### src/rtl/csp_pkg.sv
package csp_pkg;

   localparam int COORD_BITS = 24;
   localparam int DIFF_W     = COORD_BITS + 1;
   localparam int SIDE_W     = DIFF_W + 1;
   localparam int RAD_W      = 2 * SIDE_W;
   localparam int CROSS_W    = 2 * DIFF_W + 1;
   localparam int MULA_W     = (SIDE_W > 16) ? SIDE_W : 16;
   localparam int MULB_W     = (SIDE_W > 32) ? SIDE_W : 32;
   localparam int PROD_W     = MULA_W + MULB_W;
   localparam int DEN_W      = 3 * SIDE_W;
   localparam int NUM_W      = 3 * SIDE_W + 32;
   localparam int SQ_CNT_W   = $clog2(SIDE_W + 1);
   localparam int SPEED_W    = 15;
   localparam int FACTOR_W   = 16;
   localparam int K_W        = 32;
   localparam int Q_W        = 15;
   localparam int DIV_CNT_W  = $clog2(Q_W + 1);
   localparam int CSR_DATA_W = 16;
   localparam int CSR_IDX_W  = 1;

   localparam logic [SPEED_W-1:0]  FULL_SPEED  = 15'd25600;
   localparam logic [FACTOR_W-1:0] SPEED_SCALE = 16'd51200;

   localparam logic [CSR_IDX_W-1:0] REG_MIN_SPEED    = 1'b0;
   localparam logic [CSR_IDX_W-1:0] REG_CURVE_FACTOR = 1'b1;

   typedef enum logic [3:0] {
      ST_IDLE,
      ST_DIFF,
      ST_MUL,
      ST_ACC,
      ST_SQ_GO,
      ST_SQ_WAIT,
      ST_DIV0,
      ST_DIV_STEP,
      ST_SPEED,
      ST_PUT_RES,
      ST_PUT_FIN,
      ST_ADVANCE
   } state_type;

   typedef enum logic [3:0] {
      OP_AX2,
      OP_AY2,
      OP_BX2,
      OP_BY2,
      OP_CX2,
      OP_CY2,
      OP_M1,
      OP_M2,
      OP_K,
      OP_NLO,
      OP_NHI,
      OP_AB,
      OP_DLO,
      OP_DHI
   } op_type;

endpackage

### src/rtl/csp_isqrt.sv
module csp_isqrt (
   input  logic                        clock,
   input  logic                        reset,
   input  logic                        sqrt_start,
   input  logic [csp_pkg::RAD_W-1:0]   sqrt_rad,
   output logic                        sqrt_done,
   output logic [csp_pkg::SIDE_W-1:0]  sqrt_root
);
   import csp_pkg::*;

   logic                busy_ff;
   logic                done_ff;
   logic [SQ_CNT_W-1:0] cnt_ff;
   logic [RAD_W-1:0]    rad_ff;
   logic [SIDE_W+1:0]   rem_ff;
   logic [SIDE_W-1:0]   root_ff;
   logic [SIDE_W+1:0]   rem_sh;
   logic [SIDE_W+1:0]   trial;
   logic                take;

   // one root bit per cycle, restoring
   always_comb begin
      rem_sh = {rem_ff[SIDE_W-1:0], rad_ff[RAD_W-1 -: 2]};
      trial  = {root_ff, 2'b01};
      take   = (rem_sh >= trial);
   end

   always_ff @(posedge clock) begin
      if (reset) begin
         busy_ff <= 1'b0;
         done_ff <= 1'b0;
         cnt_ff  <= '0;
      end else begin
         done_ff <= 1'b0;
         if (sqrt_start) begin
            busy_ff <= 1'b1;
            cnt_ff  <= SQ_CNT_W'(SIDE_W);
            rad_ff  <= sqrt_rad;
            rem_ff  <= '0;
            root_ff <= '0;
         end else if (busy_ff) begin
            rad_ff  <= {rad_ff[RAD_W-3:0], 2'b00};
            rem_ff  <= take ? (rem_sh - trial) : rem_sh;
            root_ff <= {root_ff[SIDE_W-2:0], take};
            cnt_ff  <= cnt_ff - 1'b1;
            if (cnt_ff == SQ_CNT_W'(1)) begin
               busy_ff <= 1'b0;
               done_ff <= 1'b1;
            end
         end
      end
   end

   assign sqrt_done = done_ff;
   assign sqrt_root = root_ff;

endmodule

### config.mk
export PLATFORM = sky130hd
export DESIGN_NAME = csp_isqrt
export DESIGN_NICKNAME = d
export VERILOG_FILES = /design/src/rtl/csp_pkg.sv /design/src/rtl/csp_isqrt.sv
export SDC_FILE = /design/constraint.sdc
export NUM_CORES = 1
export LEC_CHECK = 0
export BUFFER_PORTS_ARGS = -buffer_cell sky130_fd_sc_hd__buf_2
export CORE_ASPECT_RATIO = 0.9
export CORE_MARGIN = 4
export CORE_UTILIZATION = 40
export CTS_CLUSTER_DIAMETER = 30
export DETAILED_ROUTE_END_ITERATION = 8
export PLACE_DENSITY_LB_ADDON = 0.08
export SLEW_MARGIN = 0
export SYNTH_ARGS = -nofsm -noshare
export SYNTH_HDL_FRONTEND = slang
export SYNTH_SLANG_ARGS = --single-unit
### constraint.sdc
create_clock -name clock -period 11.3 [get_ports clock]
set_input_delay 0.565 -clock clock [delete_from_list [all_inputs] [get_ports clock]]
set_output_delay 0.565 -clock clock [all_outputs]
set_load 0.01 [all_outputs]
==> impl_metrics.json, run 1 <==
{
  "port_buffers": 81,
  "finalHoldViolations": 0,
  "cts-root-buf": "clkbuf_16",
  "layout_setup_ws_ns": 8.35,
  "tightest_slew_ns": 1.01,
  "syn_area_um2": 6010,
  "status": "complete, no violations",
  "final_nets": 684,
  "netlist_top_cells_count": "edfxtp_1 (104), nor2_1 (51), mux2_2 (50)",
  "grt_usage_pct": 14.9,
  "holdWs_ns": 0.488,
  "postCtsSetupRepairBufs": 0,
  "cap_violations": 0,
  "cts_resized": 0,
  "numCtsBuffers": 9,
  "netlist.top_cell.by_area": "edfxtp_1",
  "drt_wl_total_mm": 12.1,
  "synth.most_common_cell": "edfxtp_1",
  "synth_edf_count": 104,
  "rsz0062_at_grt": "no",
  "fp-row-count": 42,
  "vias_per_cell": 5.13,
  "required_ns": 11.40,
  "synth_fa_ha_area_share_pct": 6.24,
  "path_class": "reg -> reg",
  "path_clk_slew_ns": 0.08,
  "clockBufferDepth": 2,
  "ys_ff_latch": 111,
  "die_h_um": 124,
  "routabilityCongestion": 0.875,
  "ir_drop_mv": 0.106,
  "min_period_ns": 2.95,
  "cts_hold_buf": 0,
  "synth_xor_area_share_pct": 2.77,
  "ant_nets": 0,
  "grt_antenna_before_repair": 0,
  "min_period_over_period_pct": 26.1,
  "io_pins": 82,
  "p_per_area_nw_per_um2": 151,
  "htreeDepth": 3,
  "p_leak_uw": 0.00278,
  "syn_nets": 608,
  "grt_pass1_vias": 4163,
  "synth_top_family_by_area": "simple AND/OR/NAND/NOR gates",
  "dr_total_vias": 4109,
  "drt_iter0_drc": 236,
  "relSlewSlack_pct": 32.7,
  "crit_chain": "ha_1, a21oi_1, o22ai_2, a21oi_1, nand3_1, nand2_1, a21o_1, a2111oi_2, a311o_1",
  "synth-seq-area-share_pct": 54.3,
  "synth-simple-area-share_pct": 11.4,
  "core_area_um2": 14700,
  "drcViolationCount": 0,
  "die_area_um2": 17100,
  "hp-class": "in -> reg",
  "critical-path-max-stage-delay_ns": 0.63,
  "synthTopCellsByArea": "edfxtp_1 (52%), mux2_2 (9.4%), ha_1 (6.2%), a21oi_1 (3.3%), nor2_1 (3.2%)",
  "setup_viol": 0,
  "crit_top_cell": "a21oi_1",
  "max_freq_ghz": 0.339,
  "routedWlPerCell_um": 15.1,
  "synth-compound-area-share_pct": 11.4,
  "drive_gt1_share_pct": 26.9,
  "yosys_warnings": 0,
  "overflow": 0,
  "pre_cts_ws_ns": 8.33,
  "syn_to_final_growth_pct": 14.8,
  "crit_path_max_fanout": 19,
  "start_util_pct": 40.9,
  "postSynthAreaPerCell_um2": 11.5,
  "crit_arrival_ns": 3.05,
  "clock_skew_ns": 0.0112,
  "cts_tree": "done",
  "ys.flop_type": "edfxtp_1",
  "yosysTopAreaCellShare_pct": 51.9,
  "synthMuxAreaShare_pct": 10.0,
  "grt_start_max_net_pins": 80,
  "hpwl_mm": 8.49,
  "synthArstFlopShare_pct": 0,
  "start_kind": "flop",
  "clock_sinks": 111,
  "critPathSlowestCell": "a21o_1",
  "slew_violations": 0,
  "n_antenna_cell": 0,
  "synth_cell_type_count": 60,
  "setup_tns_ns": 0,
  "clk-insertion-delay-late_ns": 0.36,
  "synth_cells": 523,
  "grt_pass1_wl_mm": 20.3,
  "drtPass1Iterations": 4,
  "die_w_um": 137,
  "cp-end-kind": "flop"
}
sequential cells by signal, summed over array words and instances, names as in the netlist:
signal	count
rem_ff	26
cnt_ff	5
sqrt_done	1
sqrt_root	26
rad_ff	52
busy_ff	1
final timing paths:
kind                           start  slack (ns)  depth (start not counted)                       end
min                      sqrt_rad[0]        0.49                          2   rad_ff[0]$_SDFFCE_PN0P_
max          rem_ff[9]$_SDFFCE_PP0P_        8.35                          9  rem_ff[25]$_SDFFCE_PP0P_
max reg2reg  rem_ff[9]$_SDFFCE_PP0P_        8.35                          9  rem_ff[25]$_SDFFCE_PP0P_
min reg2reg   cnt_ff[3]$_SDFFE_PP0N_        0.51                          1      sqrt_done$_SDFF_PP0_
layout by cell type (no fill, tap or decap), types with 4 or more instances in the layout:
master and instances:
and3_1 5, mux2i_1 4, a21oi_1 40, o21ai_0 8, nand3_1 10, nor4_1 4, buf_4 4, and2_1 5
o211ai_1 5, nor2_1 50, nand2b_1 5, clkbuf_16 9, buf_2 80, o22ai_1 4, a21o_1 12, ha_1 30
nor3_1 8, xnor2_1 16, nand2_1 47, inv_1 37, edfxtp_1 104, dfxtp_1 7, mux2_2 50
critical path, delay by kind of cell, from the launching register on:
| kind | cells | cell delay [ns] |
|---|---|---|
| AOI/OAI and AO/OA | 6 | 1.74 |
| DFF | 1 | 0.40 |
| adders and majority gates | 1 | 0.34 |
| and+or+nand+nor | 2 | 0.23 |
cells by family (layout without fill, tap and decap cells):
kind of cell    after synthesis  count (layout)
flops                       111             111
simple gates                150             150
buf+inv                      57             137
compound gates              102             102
mux                          54              54
xor+xnor                     19              19
fa+ha+maj                    30              30
where the power goes:
part           internal (µW)  total [µW]  leakage, µW  switching, µW
Combinational           94.5         222      0.00157            128
Sequential               488         501      0.00106           12.7
Clock                    173         322     0.000146            149
layout make-up:
type | instances | area, µm²
Clock inverter | 6 | 67.6
Inverter | 38 | 143
Tap cell | 198 | 248
Multi-Input combinational cell | 355 | 2530
Sequential cell | 111 | 3260
Clock buffer | 9 | 225
Timing Repair Buffer | 84 | 430
Fill cell | 1435 | 7810
per-stage QoR:
stage          instance area, µm²  utilization (%)  std cells  total power [µW]
3_5_place_dp                 6610             44.9        786               734
4_1_cts                      6900             46.9        801              1060
2_1_floorplan                6010                -        523               680
6_report                     6900             46.9        801              1040
5_1_grt                      6900             46.9        801              1110
3_3_place_gp                 6610             44.9        786               734
layer usage:
metal	track usage [%]	part of all wire (%)	vias up
li1	-	-	2053
met1	20.1	47	1952
met2	22.0	44	91
met3	5.37	6.7	13
met4	5.16	1.7	0
met5	0	0	-
Power figures use the tool's default switching activity.
==> run 2, diff against run 1 <==
==> constraint.sdc (replaced) <==
create_clock -name clock -period 2.55 [get_ports clock]
set_input_delay 0.1275 -clock clock [delete_from_list [all_inputs] [get_ports clock]]
set_output_delay 0.1275 -clock clock [all_outputs]
set_load 0.01 [all_outputs]
==> impl_metrics.json, run 2 (synthesis results as in run 1) <==
{
  "path_clk_slew_ns": 0.08,
  "dr_total_vias": 4344,
  "drive_gt1_share_pct": 39.7,
  "post-route-cell-area_um2": 7710,
  "clk-insertion-delay-late_ns": 0.36,
  "min_period_ns": 2.48,
  "dp_cells": 839,
  "die_area_um2": 17100,
  "syn_to_final_growth_pct": 28.3,
  "grt_antenna_before_repair": 0,
  "dpl_cell_area_um2": 7050,
  "start_kind": "flop",
  "tightest_slew_ns": 0.457,
  "p_per_area_nw_per_um2": 637,
  "crit_arrival_ns": 2.60,
  "hp-class": "in -> reg",
  "clock_skew_ns": 0.0116,
  "core_area_um2": 14700,
  "n_antenna_cell": 0,
  "cts_tree": "done",
  "overflow": 0,
  "fin_util_pct": 52.4,
  "largest_reg_flops": 52,
  "routedWlPerCell_um": 15.3,
  "clock_sinks": 111,
  "status": "complete, no violations",
  "path_class": "reg -> reg",
  "hpwl_mm": 9.28,
  "io_pins": 82,
  "clockBufferDepth": 2,
  "final_nets": 750,
  "stdcell_count": 868,
  "layout_common_cells": "edfxtp_1 (104), buf_2 (80), buf_4 (66)",
  "cp-end-kind": "flop",
  "routabilityCongestion": 0.881,
  "min_period_over_period_pct": 97.2,
  "rsz0062_at_grt": "yes",
  "p_leak_uw": 0.00312,
  "grt_pass1_vias": 4374,
  "top_register": "rad_ff",
  "ant_nets": 0,
  "numCtsBuffers": 9,
  "htreeDepth": 3,
  "grt_start_max_net_pins": 79,
  "grt_usage_pct": 15.7,
  "setup_viol": 0,
  "fp-row-count": 42,
  "drtPass1Iterations": 4,
  "die_w_um": 137,
  "required_ns": 2.67,
  "vias_per_cell": 5.00,
  "final_common_cell": "edfxtp_1",
  "finalHoldViolations": 0,
  "cap_violations": 0,
  "slew_violations": 0,
  "grt_pass1_wl_mm": 21.3,
  "cts-root-buf": "clkbuf_16",
  "drt_iter0_drc": 230,
  "crit_path_max_fanout": 4,
  "max_freq_ghz": 0.404,
  "ir_drop_mv": 0.365,
  "port_buffers": 81,
  "die_h_um": 124,
  "drt_wl_total_mm": 13.3,
  "relSlewSlack_pct": 69.5,
  "drcViolationCount": 0,
  "start_util_pct": 40.9
}
run 2: changes by cell type in the layout (fill, tap and decap cells not counted), moves of 4 or more:
cell,change
a21oi_1,-7
buf_4,+62
inv_1,-4
inv_2,+4
a21oi_2,+4
ha_4,+13
ha_1,-13
run 2: layout make-up:
type                            count  area [µm²]
Clock inverter                      7        53.8
Fill cell                        1355        7000
Multi-Input combinational cell    355        2820
Sequential cell                   111        3260
Tap cell                          198         248
Clock buffer                        9         225
Timing Repair Buffer              150         958
Inverter                           38         143
run 2: metal layers:
layer  global-route usage (%)  up-vias  share of wire, %
met3                     5.57       10               5.7
li1                         -     2195                 -
met4                     3.70        0              0.91
met1                     20.9     2061                46
met5                        0        -                 0
met2                     24.6       78                47
run 2: where the power goes:
part / switching (µW) / internal (µW)
Combinational: 661 / 646
Sequential: 65.2 / 2160
Clock: 702 / 675
run 2: worst max-delay path, cell delays in order, from the launching register on:
cell      delay, ns
edfxtp_1       0.42
ha_1           0.33
and3_1         0.22
and2_2         0.23
nor3_1         0.17
nor2_1         0.08
nand2_2        0.10
a21oi_4        0.08
buf_4          0.15
and4_1         0.16
a311o_1        0.30
run 2: what timing repair did:
action / in CTS / in global routing
resized for setup: 7 / 43
gates cloned: 0 / 0
hold buffers: 0 / 0
endpoints found under the setup margin: 7 / 25
setup buffers: 1 / 13
pin swaps: 4 / 22
run 2: per-stage QoR:
step / TNS [ns] / power [µW] / setup slack, ns / hold WS, ns
floorplan: 0 / 3010 / 0.0139 / 0.331
global placement: 0 / 3410 / 0.00491 / 0.420
detailed placement: -0.0899 / 3420 / -0.0324 / 0.418
CTS: 0 / 4840 / 0.00200 / 0.0326
global route: -0.357 / 5190 / -0.0522 / 0.0441
finish: 0 / 4910 / 0.0719 / 0.0471
run 2: path summary, 6_finish.rpt:
kind,startpoint,to,slack (ns),cells past startpoint
worst min-delay path,sqrt_rad[0],rad_ff[0]$_SDFFCE_PN0P_,0.05,2
worst min register to register,cnt_ff[3]$_SDFFE_PP0N_,sqrt_done$_SDFF_PP0_,0.51,1
worst max-delay path,rem_ff[17]$_SDFFCE_PP0P_,rem_ff[25]$_SDFFCE_PP0P_,0.07,10
worst max register to register,rem_ff[17]$_SDFFCE_PP0P_,rem_ff[25]$_SDFFCE_PP0P_,0.07,10
